### src/sv/owned_rectangle_hit_table_defines.svh
// ----------------------------------------------------------------------------
// owned rectangle hit table assertion macros
// shared concurrent checks, clocked on i_clk and held off during reset
// ----------------------------------------------------------------------------
`ifndef OWNED_RECTANGLE_HIT_TABLE_DEFINES_SVH
`define OWNED_RECTANGLE_HIT_TABLE_DEFINES_SVH

// consequent must hold in the same cycle
`define ORHT_ASSERT_NOW(lbl, ante, cons, msg) \
    lbl: assert property (@(posedge i_clk) disable iff (!i_rst_n) (ante) |-> (cons)) \
        else $error(msg);

// consequent must hold in the cycle after the antecedent
`define ORHT_ASSERT_NEXT(lbl, ante, cons, msg) \
    lbl: assert property (@(posedge i_clk) disable iff (!i_rst_n) (ante) |=> (cons)) \
        else $error(msg);

`endif

### src/sv/orht_pkg.sv
// ----------------------------------------------------------------------------
// orht_pkg
// codes and shared types of the owned rectangle hit table
// ----------------------------------------------------------------------------
package orht_pkg;

    // item kinds
    localparam logic [1:0] K_DEFINE = 2'd0;
    localparam logic [1:0] K_HIT    = 2'd1;
    localparam logic [1:0] K_CLEAR  = 2'd2;

    // result status
    localparam logic [1:0] ST_OK      = 2'd0;
    localparam logic [1:0] ST_INVALID = 2'd1;
    localparam logic [1:0] ST_FULL    = 2'd2;

    // command held steady while a token walks the chain
    typedef struct packed {
        logic [1:0]         kind;
        logic [15:0]        owner;
        logic [15:0]        button_id;
        logic signed [15:0] pos_x;
        logic signed [15:0] pos_y;
        logic [15:0]        rect_width;
        logic [15:0]        rect_height;
    } t_cmd;

    // token handed from cell to cell
    typedef struct packed {
        logic        valid;
        logic        fill;       // second pass: claim lowest free entry
        logic        done;       // entry matched, hit found or fill placed
        logic        free_seen;  // some free entry passed during define scan
        logic [15:0] hit_id;
    } t_tok;

endpackage

### src/sv/orht_cell.sv
// ----------------------------------------------------------------------------
// orht_cell
// one table entry; acts on the passing token and registers it onward
// ----------------------------------------------------------------------------
module orht_cell (
    input  logic          i_clk,
    input  logic          i_rst_n,
    input  orht_pkg::t_cmd i_cmd,
    input  orht_pkg::t_tok i_tok,
    output orht_pkg::t_tok o_tok
);
    import orht_pkg::*;

    logic               r_used, n_used;
    logic [15:0]        r_owner, n_owner;
    logic [15:0]        r_ident;
    logic signed [15:0] r_left;
    logic signed [15:0] r_top;
    logic [15:0]        r_wide;
    logic [15:0]        r_tall;
    t_tok               r_tok, n_tok;

    logic               w_wr;
    logic               w_own_eq;
    logic               w_inside;
    logic signed [17:0] w_px, w_py, w_lft, w_tp, w_rgt, w_bot;

    assign w_own_eq = (r_owner == i_cmd.owner);

    // half-open box test at widened width
    assign w_px  = 18'(i_cmd.pos_x);
    assign w_py  = 18'(i_cmd.pos_y);
    assign w_lft = 18'(r_left);
    assign w_tp  = 18'(r_top);
    assign w_rgt = w_lft + $signed({2'b00, r_wide});
    assign w_bot = w_tp + $signed({2'b00, r_tall});
    assign w_inside = (w_px >= w_lft) && (w_py >= w_tp) && (w_px < w_rgt) && (w_py < w_bot);

    always_comb begin
        n_tok   = i_tok;
        n_used  = r_used;
        n_owner = r_owner;
        w_wr    = 1'b0;
        if (i_tok.valid) begin
            unique case (i_cmd.kind)
                K_DEFINE: begin
                    if (i_tok.fill) begin
                        w_wr = !r_used && !i_tok.done;
                    end else begin
                        w_wr = r_used && w_own_eq && (r_ident == i_cmd.button_id)
                               && !i_tok.done;
                        if (!r_used) begin
                            n_tok.free_seen = 1'b1;
                        end
                    end
                    if (w_wr) begin
                        n_tok.done = 1'b1;
                        n_used     = 1'b1;
                        n_owner    = i_cmd.owner;
                    end
                end
                K_HIT: begin
                    if (r_used && w_own_eq && w_inside && !i_tok.done) begin
                        n_tok.done   = 1'b1;
                        n_tok.hit_id = r_ident;
                    end
                end
                K_CLEAR: begin
                    if (w_own_eq) begin
                        n_used  = 1'b0;
                        n_owner = 16'd0;
                    end
                end
                default: begin
                end
            endcase
        end
    end

    always_ff @(posedge i_clk) begin
        if (!i_rst_n) begin
            r_used    <= 1'b0;
            r_owner   <= 16'd0;
            r_tok     <= '0;
        end else begin
            r_used    <= n_used;
            r_owner   <= n_owner;
            r_tok     <= n_tok;
        end
    end

    always_ff @(posedge i_clk) begin
        if (w_wr) begin
            r_ident <= i_cmd.button_id;
            r_left  <= i_cmd.pos_x;
            r_top   <= i_cmd.pos_y;
            r_wide  <= i_cmd.rect_width;
            r_tall  <= i_cmd.rect_height;
        end
    end

    assign o_tok = r_tok;

endmodule

### config.mk
export PLATFORM = sky130hd
export DESIGN_NAME = orht_cell
export DESIGN_NICKNAME = d
export VERILOG_FILES = /design/src/sv/owned_rectangle_hit_table_defines.svh /design/src/sv/orht_pkg.sv /design/src/sv/orht_cell.sv
export SDC_FILE = /design/constraint.sdc
export NUM_CORES = 1
export LEC_CHECK = 0
export BUFFER_PORTS_ARGS = -buffer_cell sky130_fd_sc_hd__buf_2
export CORE_MARGIN = 3
export CORE_UTILIZATION = 40
export CTS_CLUSTER_SIZE = 40
export DETAILED_ROUTE_END_ITERATION = 6
export HOLD_SLACK_MARGIN = 0.12
export PLACE_DENSITY = 0.57
export SLEW_MARGIN = 10
export SYNTH_ARGS = -nofsm -noshare
export SYNTH_HDL_FRONTEND = slang
export SYNTH_SLANG_ARGS = --single-unit
### constraint.sdc
create_clock -name i_clk -period 9.6 [get_ports i_clk]
set_input_delay 0.96 -clock i_clk [delete_from_list [all_inputs] [get_ports i_clk]]
set_output_delay 0.96 -clock i_clk [all_outputs]
set_load 0.02 [all_outputs]
==> out/results.tsv, run 1 <==
stage	metric	value	unit
run	max-cap-violations	0	
critical_path	cp_data_arrival_time	5.53	ns
clock_tree	clock-sinks	117	
global_route	grt_max_degree	67	
timing	finClkSkew	0.00503	ns
clock_tree	root_buffer	clkbuf_16	
yosys	syn-num-nets	869	
critical_path	crit_required	9.94	ns
timing	worst_pin_slew	0.899	ns
timing	setup_violations	0	
routing	wl_per_cell	15.9	um
power	powerDensity	149	nW/um^2
timing	rsz0062_at_grt	false	
yosys	ys.flop_type	edfxtp_1	
yosys	yosys-top-cells-area	edfxtp_1, ha_1, dfxtp_1	
critical_path	cp-start-kind	flip-flop	
routing	dr.first_iter.drc_count	172	
yosys	synth_edf_count	80	
floorplan	start_util	0.411	
yosys	ys_ff_latch	117	
yosys	avgSynthCellArea	11.0	um^2
yosys	seq_area_frac_synth	0.440	
placed_design	gp_congestion	0.856	
floorplan	rows	48	
routing	avgViaCountPerCell	5.22	
global_route	grt_pass1_vias	5596	
outcome	status	complete, no violations	
yosys	ys_warn_count	0	
clock_tree	cts_max_level	4	
finish	syn_to_final_growth	21.2	%
clock_tree	post_cts_buffers	0	
clock_tree	cts_resized	0	
routing	ant_nets	0	
floorplan	pin_count	140	
routing	num_vias	5423	
timing	fin_crit_sh	0.541	
routing	drc	0	
timing	layout_min_cycle_time	5.19	ns
timing	slew_headroom	0.401	
placed_design	dp_cells	1005	
timing	totalNegativeSetupSlack	0	ns
power	vdd_drop_max	123	uV
placed_design	dp_hpwl	12800	um
global_route	track_usage	0.174	
yosys	syn_inst	647	
finish	n_fill_cell	1618	
floorplan	fp.dieArea	19500	um^2
global_route	grt_pass1_wl	27200	um
finish	drive_gt1_frac	0.225	
clock_tree	numCtsBuffers	17	
floorplan	die_h	140	um
routing	wirelength	16600	um
yosys	synthArstFlopShare	0	
critical_path	cp-end-kind	flip-flop	
critical_path	path_class	reg -> reg	
routing	firstDrtPassIters	4	
power	power.leakage	3.90	nW
yosys	synth_area_leader_cell	edfxtp_1	
timing	hold_violations	0	
floorplan	fp.coreArea	17400	um^2
placed_design	io_buffers	139	
worst_hold_path	min_path_type	reg -> reg	
yosys	yosysTopAreaCellShare	0.337	
global_route	antenna_found_initial	2	
yosys	syn_area	7140	um^2
yosys	yosysUniqueCellTypes	59	
clock_tree	clkTransAtPathRegs	0.06	ns
floorplan	die_x	140	um
finish	final_cell_count_no_fill	1038	
finish	nNetsFinal	1021	
critical_path	cp_max_fo	16	
global_route	grt_overflow	0	
clock_tree	cts_tree	done	
clock_tree	worst_skew_pair.late_latency	0.42	ns
clock_tree	clockBufferDepth	2	
timing	fmax	193	MHz
clock_tree	cts_hold_buffers	0	
timing	slew_viol_final	0	
[layer usage]
metal | GRT usage | vias up | routed length, um
li1 | - | 2725 | -
met1 | 0.223 | 2553 | 7710
met2 | 0.278 | 119 | 7580
met3 | 0.0625 | 24 | 947
met4 | 0.0530 | 2 | 294
met5 | 0 | - | 13
[final cells by class]
cell class | count | area [um^2] | share of cell area
clock buffers | 18 | 429 | 0.0496
diodes | 1 | 2.50 | 0.000289
multi-input cells | 473 | 3770 | 0.436
well taps | 225 | 282 | 0.0326
repair buffers | 141 | 711 | 0.0822
inverters | 49 | 184 | 0.0213
flip-flops and latches | 117 | 3140 | 0.364
clock inverters | 14 | 124 | 0.0143
[cells by family (layout without fill, tap and decap cells)]
| kind of cell | after synthesis | in the layout | share of synthesized area |
|---|---|---|---|
| flip-flops | 117 | 117 | 0.440 |
| other | 0 | 1 | 0 |
| AND/OR/NAND/NOR | 165 | 165 | 0.119 |
| multiplexers | 16 | 16 | 0.0224 |
| AO/OA/AOI/OAI | 129 | 129 | 0.131 |
| buffers and inverters | 57 | 222 | 0.0317 |
| adder cells (fa/ha/maj) | 102 | 102 | 0.181 |
| XOR/XNOR | 61 | 61 | 0.0749 |
[path summary, 6_finish.rpt]
kind	slack [ns]	to	cells after the start	startpoint
setup / recovery	4.41	o_tok[6]	19	r_top[0]
hold reg to reg	0.50	r_owner[4]	1	r_owner[4]
hold / removal	0.50	r_owner[4]	1	r_owner[4]
setup reg to reg	4.41	o_tok[6]	19	r_top[0]
[registers in the layout, summed over array words and instances, names as in the netlist]
name     cells
r_wide      16
r_top       16
r_left      16
o_tok       20
r_owner     16
r_ident     16
r_tall      16
r_used       1
[where the power goes]
part | switching, W | leakage (nW) | total [W] | internal, W
sequential | 0.00000435 | 1.03 | 0.000553 | 0.000548
clock | 0.000247 | 0.276 | 0.000605 | 0.000358
combinational | 0.0000705 | 2.60 | 0.000130 | 0.0000590
[through the flow]
| stage | hold WS, ns | instance area [um^2] | utilization | setup WS (ns) | power [W] |
|---|---|---|---|---|---|
| after floorplan | 0.463 | 7140 | - | 1.60 | 0.000636 |
| after global placement | 0.476 | 8090 | 0.466 | 4.47 | 0.000690 |
| after detailed placement | 0.482 | 8090 | 0.466 | 4.33 | 0.000693 |
| after CTS | 0.497 | 8640 | 0.498 | 4.32 | 0.00130 |
| after global routing | 0.506 | 8650 | 0.498 | 3.66 | 0.00135 |
| final | 0.498 | 8650 | 0.498 | 4.41 | 0.00129 |
[layout by cell type, fill, tap and decap left out, types with 4 or more instances in the layout]
cell / count
buf_2: 139
ha_1: 100
edfxtp_1: 80
inv_1: 49
nand2_1: 45
xnor2_1: 44
dfxtp_1: 37
nor2_1: 32
a21oi_1: 29
nand3_1: 19
nand4_1: 18
o21ai_0: 17
xor2_1: 17
a22o_1: 17
clkbuf_16: 17
mux2i_1: 16
nor3_1: 12
a21o_1: 12
a211oi_1: 8
and3_1: 7
nor2b_1: 6
o21bai_1: 6
nand2b_1: 5
o31ai_1: 4
inv_6: 4
[critical path: stages, from the launching register on]
cell and delay [ns]:
edfxtp_1 0.39, ha_1 0.24, inv_1 0.07, fa_1 0.20, nor2b_1 0.07, o31ai_1 0.36
a21oi_1 0.18, a311oi_1 0.51, nor3_1 0.12, a2111oi_0 0.45, o21bai_1 0.14, xnor2_1 0.15
ha_1 0.29, a2111oi_0 0.39, a21oi_1 0.08, nor2_1 0.09, o2111ai_1 0.10, and4b_1 0.34
nand4_2 0.60, mux2i_1 0.35
[synthesized netlist by cell type (all sizes together) (19+ instances only)]
cell,number
xnor2,44
nand2,45
dfxtp,37
inv,49
ha,100
edfxtp,80
nor2,32
nand4,19
nand3,19
a21oi,31
Power figures use the tool's default switching activity.
==> run 2, diff against run 1 <==
Settings changed: PLACE_DENSITY 0.57 to 0.59.
Clock period 9.6 ns to 4.2 ns, I/O delays scaled along.
==> run 2 against run 1 <==
Sequential share of layout area fell by 2.0 points. Clock skew is 0.0058 ns higher. Maximum frequency up 24%. Register-to-register slack worse by 4.4 ns. The run now ends with setup timing left. Sequential cell count is the same. Clock-buffer cell count rose by 9. Critical endpoint unchanged. Sequential power is 130% higher.
==> out/results.tsv, run 2 (synthesized netlist as in run 1, its figures left out) <==
stage	metric	value	unit	change
clock_tree	clock-sinks	117		unchanged
timing	fmax	238	MHz	+24%
placed_design	gp_congestion	0.845		-1.2%
worst_hold_path	whs_endpoint	r_wide[7]		
global_route	grt_pass1_vias	5819		+4.0%
finish	largest_reg_flops	20		unchanged
floorplan	start_util	0.411		unchanged
timing	fin_crit_sh	1.00		+0.459
clock_tree	root_buffer	clkbuf_16		
routing	avgViaCountPerCell	5.17		-0.99%
timing	final.setup.worst_slack	-0.00158	ns	-4.41 ns
finish	postLayoutCellArea	9160	um^2	+5.9%
critical_path	cp_data_arrival_time	4.50	ns	-1.03 ns
clock_tree	cts_max_level	4		unchanged
clock_tree	worst_skew_pair.late_latency	0.42	ns	about the same
global_route	track_usage	0.181		+0.00651
critical_path	cp-end-kind	flip-flop		
outcome	status	finished, violations left		
floorplan	rows	48		unchanged
placed_design	place_area	8360	um^2	+3.3%
critical_path	critical-path-top-delay-family	compound AO/OA/AOI/OAI gates		
routing	wirelength	17100	um	+3.5%
floorplan	die_x	140	um	unchanged
placed_design	dp_hpwl	13100	um	+2.1%
timing	finClkSkew	0.0109	ns	+0.00584 ns
finish	antennaDiodeCount	0		-1
power	vdd_drop_max	277	uV	+130%
finish	final_common_cell	buf_2		
run	max-cap-violations	0		unchanged
routing	num_vias	5571		+2.7%
finish	drive_gt1_frac	0.279		+0.0540
global_route	grt_overflow	0		unchanged
finish	n_fill_cell	1553		-4.0%
global_route	antenna_found_initial	0		-2
critical_path	path_class	reg -> reg		
critical_path	cp_num_buf_inv	2		+1
clock_tree	numCtsBuffers	17		unchanged
worst_hold_path	min_path_type	in -> reg		
clock_tree	clockBufferDepth	2		unchanged
placed_design	io_buffers	139		unchanged
critical_path	cp-start-kind	flip-flop		
critical_path	ff2ff_setup_slack	-0.002	ns	-4.41 ns
routing	wl_per_cell	15.9	um	-0.21%
critical_path	crit_slowest_cell	edfxtp_1		
global_route	grt_max_degree	65		-3.0%
routing	dr.first_iter.drc_count	219		+27%
timing	layout_min_cycle_time	4.20	ns	-0.992 ns
critical_path	path_common_cell	a21oi_2		
global_route	grt_pass1_wl	28600	um	+4.8%
finish	syn_to_final_growth	28.4	%	
timing	slew_viol_final	0		unchanged
floorplan	pin_count	140		unchanged
finish	final_cell_mix	buf_2, ha_1, edfxtp_1		
routing	drc	0		unchanged
critical_path	cp_slowest_stage_delay	0.38	ns	-0.22 ns
critical_path	cp_cell_sequence	ha_1 -> and2_4 -> a221o_1 -> a221o_1 -> o41ai_4 -> o311a_4 -> a21oi_2 -> a21oi_2 -> xnor2_1 -> ha_1 -> inv_2 -> a2111oi_4 -> a21oi_2 -> nor2_1 -> o2111ai_1 -> and4b_2 -> nand4_4 -> buf_12 -> mux2i_2		
critical_path	cp_max_fo	8		-8
routing	ant_nets	0		unchanged
floorplan	fp.coreArea	17400	um^2	unchanged
timing	worst_pin_slew	0.873	ns	-0.0253 ns
timing	slew_headroom	0.413		+0.0125
routing	firstDrtPassIters	4		unchanged
critical_path	crit_required	4.50	ns	-5.44 ns
power	power.leakage	4.13	nW	+5.9%
floorplan	die_h	140	um	unchanged
timing	hold_ws	0.172	ns	-0.326 ns
timing	setup_violations	1		+1
worst_hold_path	whs_path_depth	1		unchanged
outcome	violations	setup timing		
critical_path	cp.depth	19		unchanged
critical_path	reg2regPathDepth	19		unchanged
critical_path	r2r_start	r_top[6]		
worst_hold_path	worstHoldStart	i_cmd[23]		
critical_path	timing.rr.end	o_tok[6]		
timing	rsz0062_at_grt	true		
power	powerDensity	330	nW/um^2	+120%
floorplan	fp.dieArea	19500	um^2	unchanged
clock_tree	cts_tree	done		
clock_tree	clkTransAtPathRegs	0.05	ns	about the same
timing	hold_violations	0		unchanged
finish	nNetsFinal	1061		+3.9%
run 2: worst max-delay path by stage:
stage	from	end	slack, ns
2_1_floorplan	r_top[6]	o_tok[10]	0.02
3_3_place_gp	r_top[0]	o_tok[3]	-0.10
3_5_place_dp	r_top[0]	o_tok[6]	-0.33
4_1_cts	r_top[6]	o_tok[6]	-0.06
5_1_grt	r_tall[0]	o_tok[6]	-0.34
6_report	r_top[6]	o_tok[6]	-0.002
run 2: through the flow:
| step | util | total power, W | TNS (ns) | cells | setup WS (ns) |
|---|---|---|---|---|---|
| 5_1_grt | 0.528 | 0.00316 | -5.24 | 1077 | -0.336 |
| 3_5_place_dp | 0.482 | 0.00159 | -5.22 | 1033 | -0.333 |
| 6_report | 0.528 | 0.00303 | -0.00158 | 1077 | -0.00158 |
| 2_1_floorplan | - | 0.00145 | 0 | 647 | 0.0186 |
| 4_1_cts | 0.525 | 0.00306 | -0.563 | 1072 | -0.0557 |
| 3_3_place_gp | 0.482 | 0.00159 | -1.64 | 1033 | -0.104 |
run 2: layout make-up:
class,instances,area [um^2],share of cell area
timing repair buffer,181,1060,0.115
inverter,49,184,0.0201
clock inverter,5,31.3,0.00342
clock buffer,27,569,0.0622
tap,225,282,0.0307
sequential,117,3140,0.343
multi-input combinational,473,3890,0.425
run 2: power by group:
group | switching, W | internal, W | total (W)
Sequential | 0.00000927 | 0.00125 | 0.00126
Clock | 0.000516 | 0.000931 | 0.00145
Combinational | 0.000168 | 0.000148 | 0.000317
run 2: metal layers:
| metal | wire length, um | share of wire | track usage | vias up |
|---|---|---|---|---|
| li1 | - | - | - | 2807 |
| met1 | 7660 | 0.45 | 0.225 | 2608 |
| met2 | 8100 | 0.47 | 0.298 | 141 |
| met3 | 1230 | 0.072 | 0.0698 | 15 |
| met4 | 146 | 0.0085 | 0.0439 | 0 |
| met5 | 0 | 0 | 0 | - |
run 2: timing repair:
action,CTS,global route
pin swaps,12,10
endpoints found under the setup margin,17,17
gates resized for setup,21,3
gates cloned,1,0
hold buffers,0,0
setup buffers,6,5
run 2: worst reg2reg max path, delay by kind of cell (launching register included):
kind,cells,cell delay [ns]
compound gates,9,1.87
simple gates,4,0.73
fa+ha+maj,2,0.64
flops,1,0.38
buf+inv,2,0.24
mux,1,0.15
xor+xnor,1,0.08
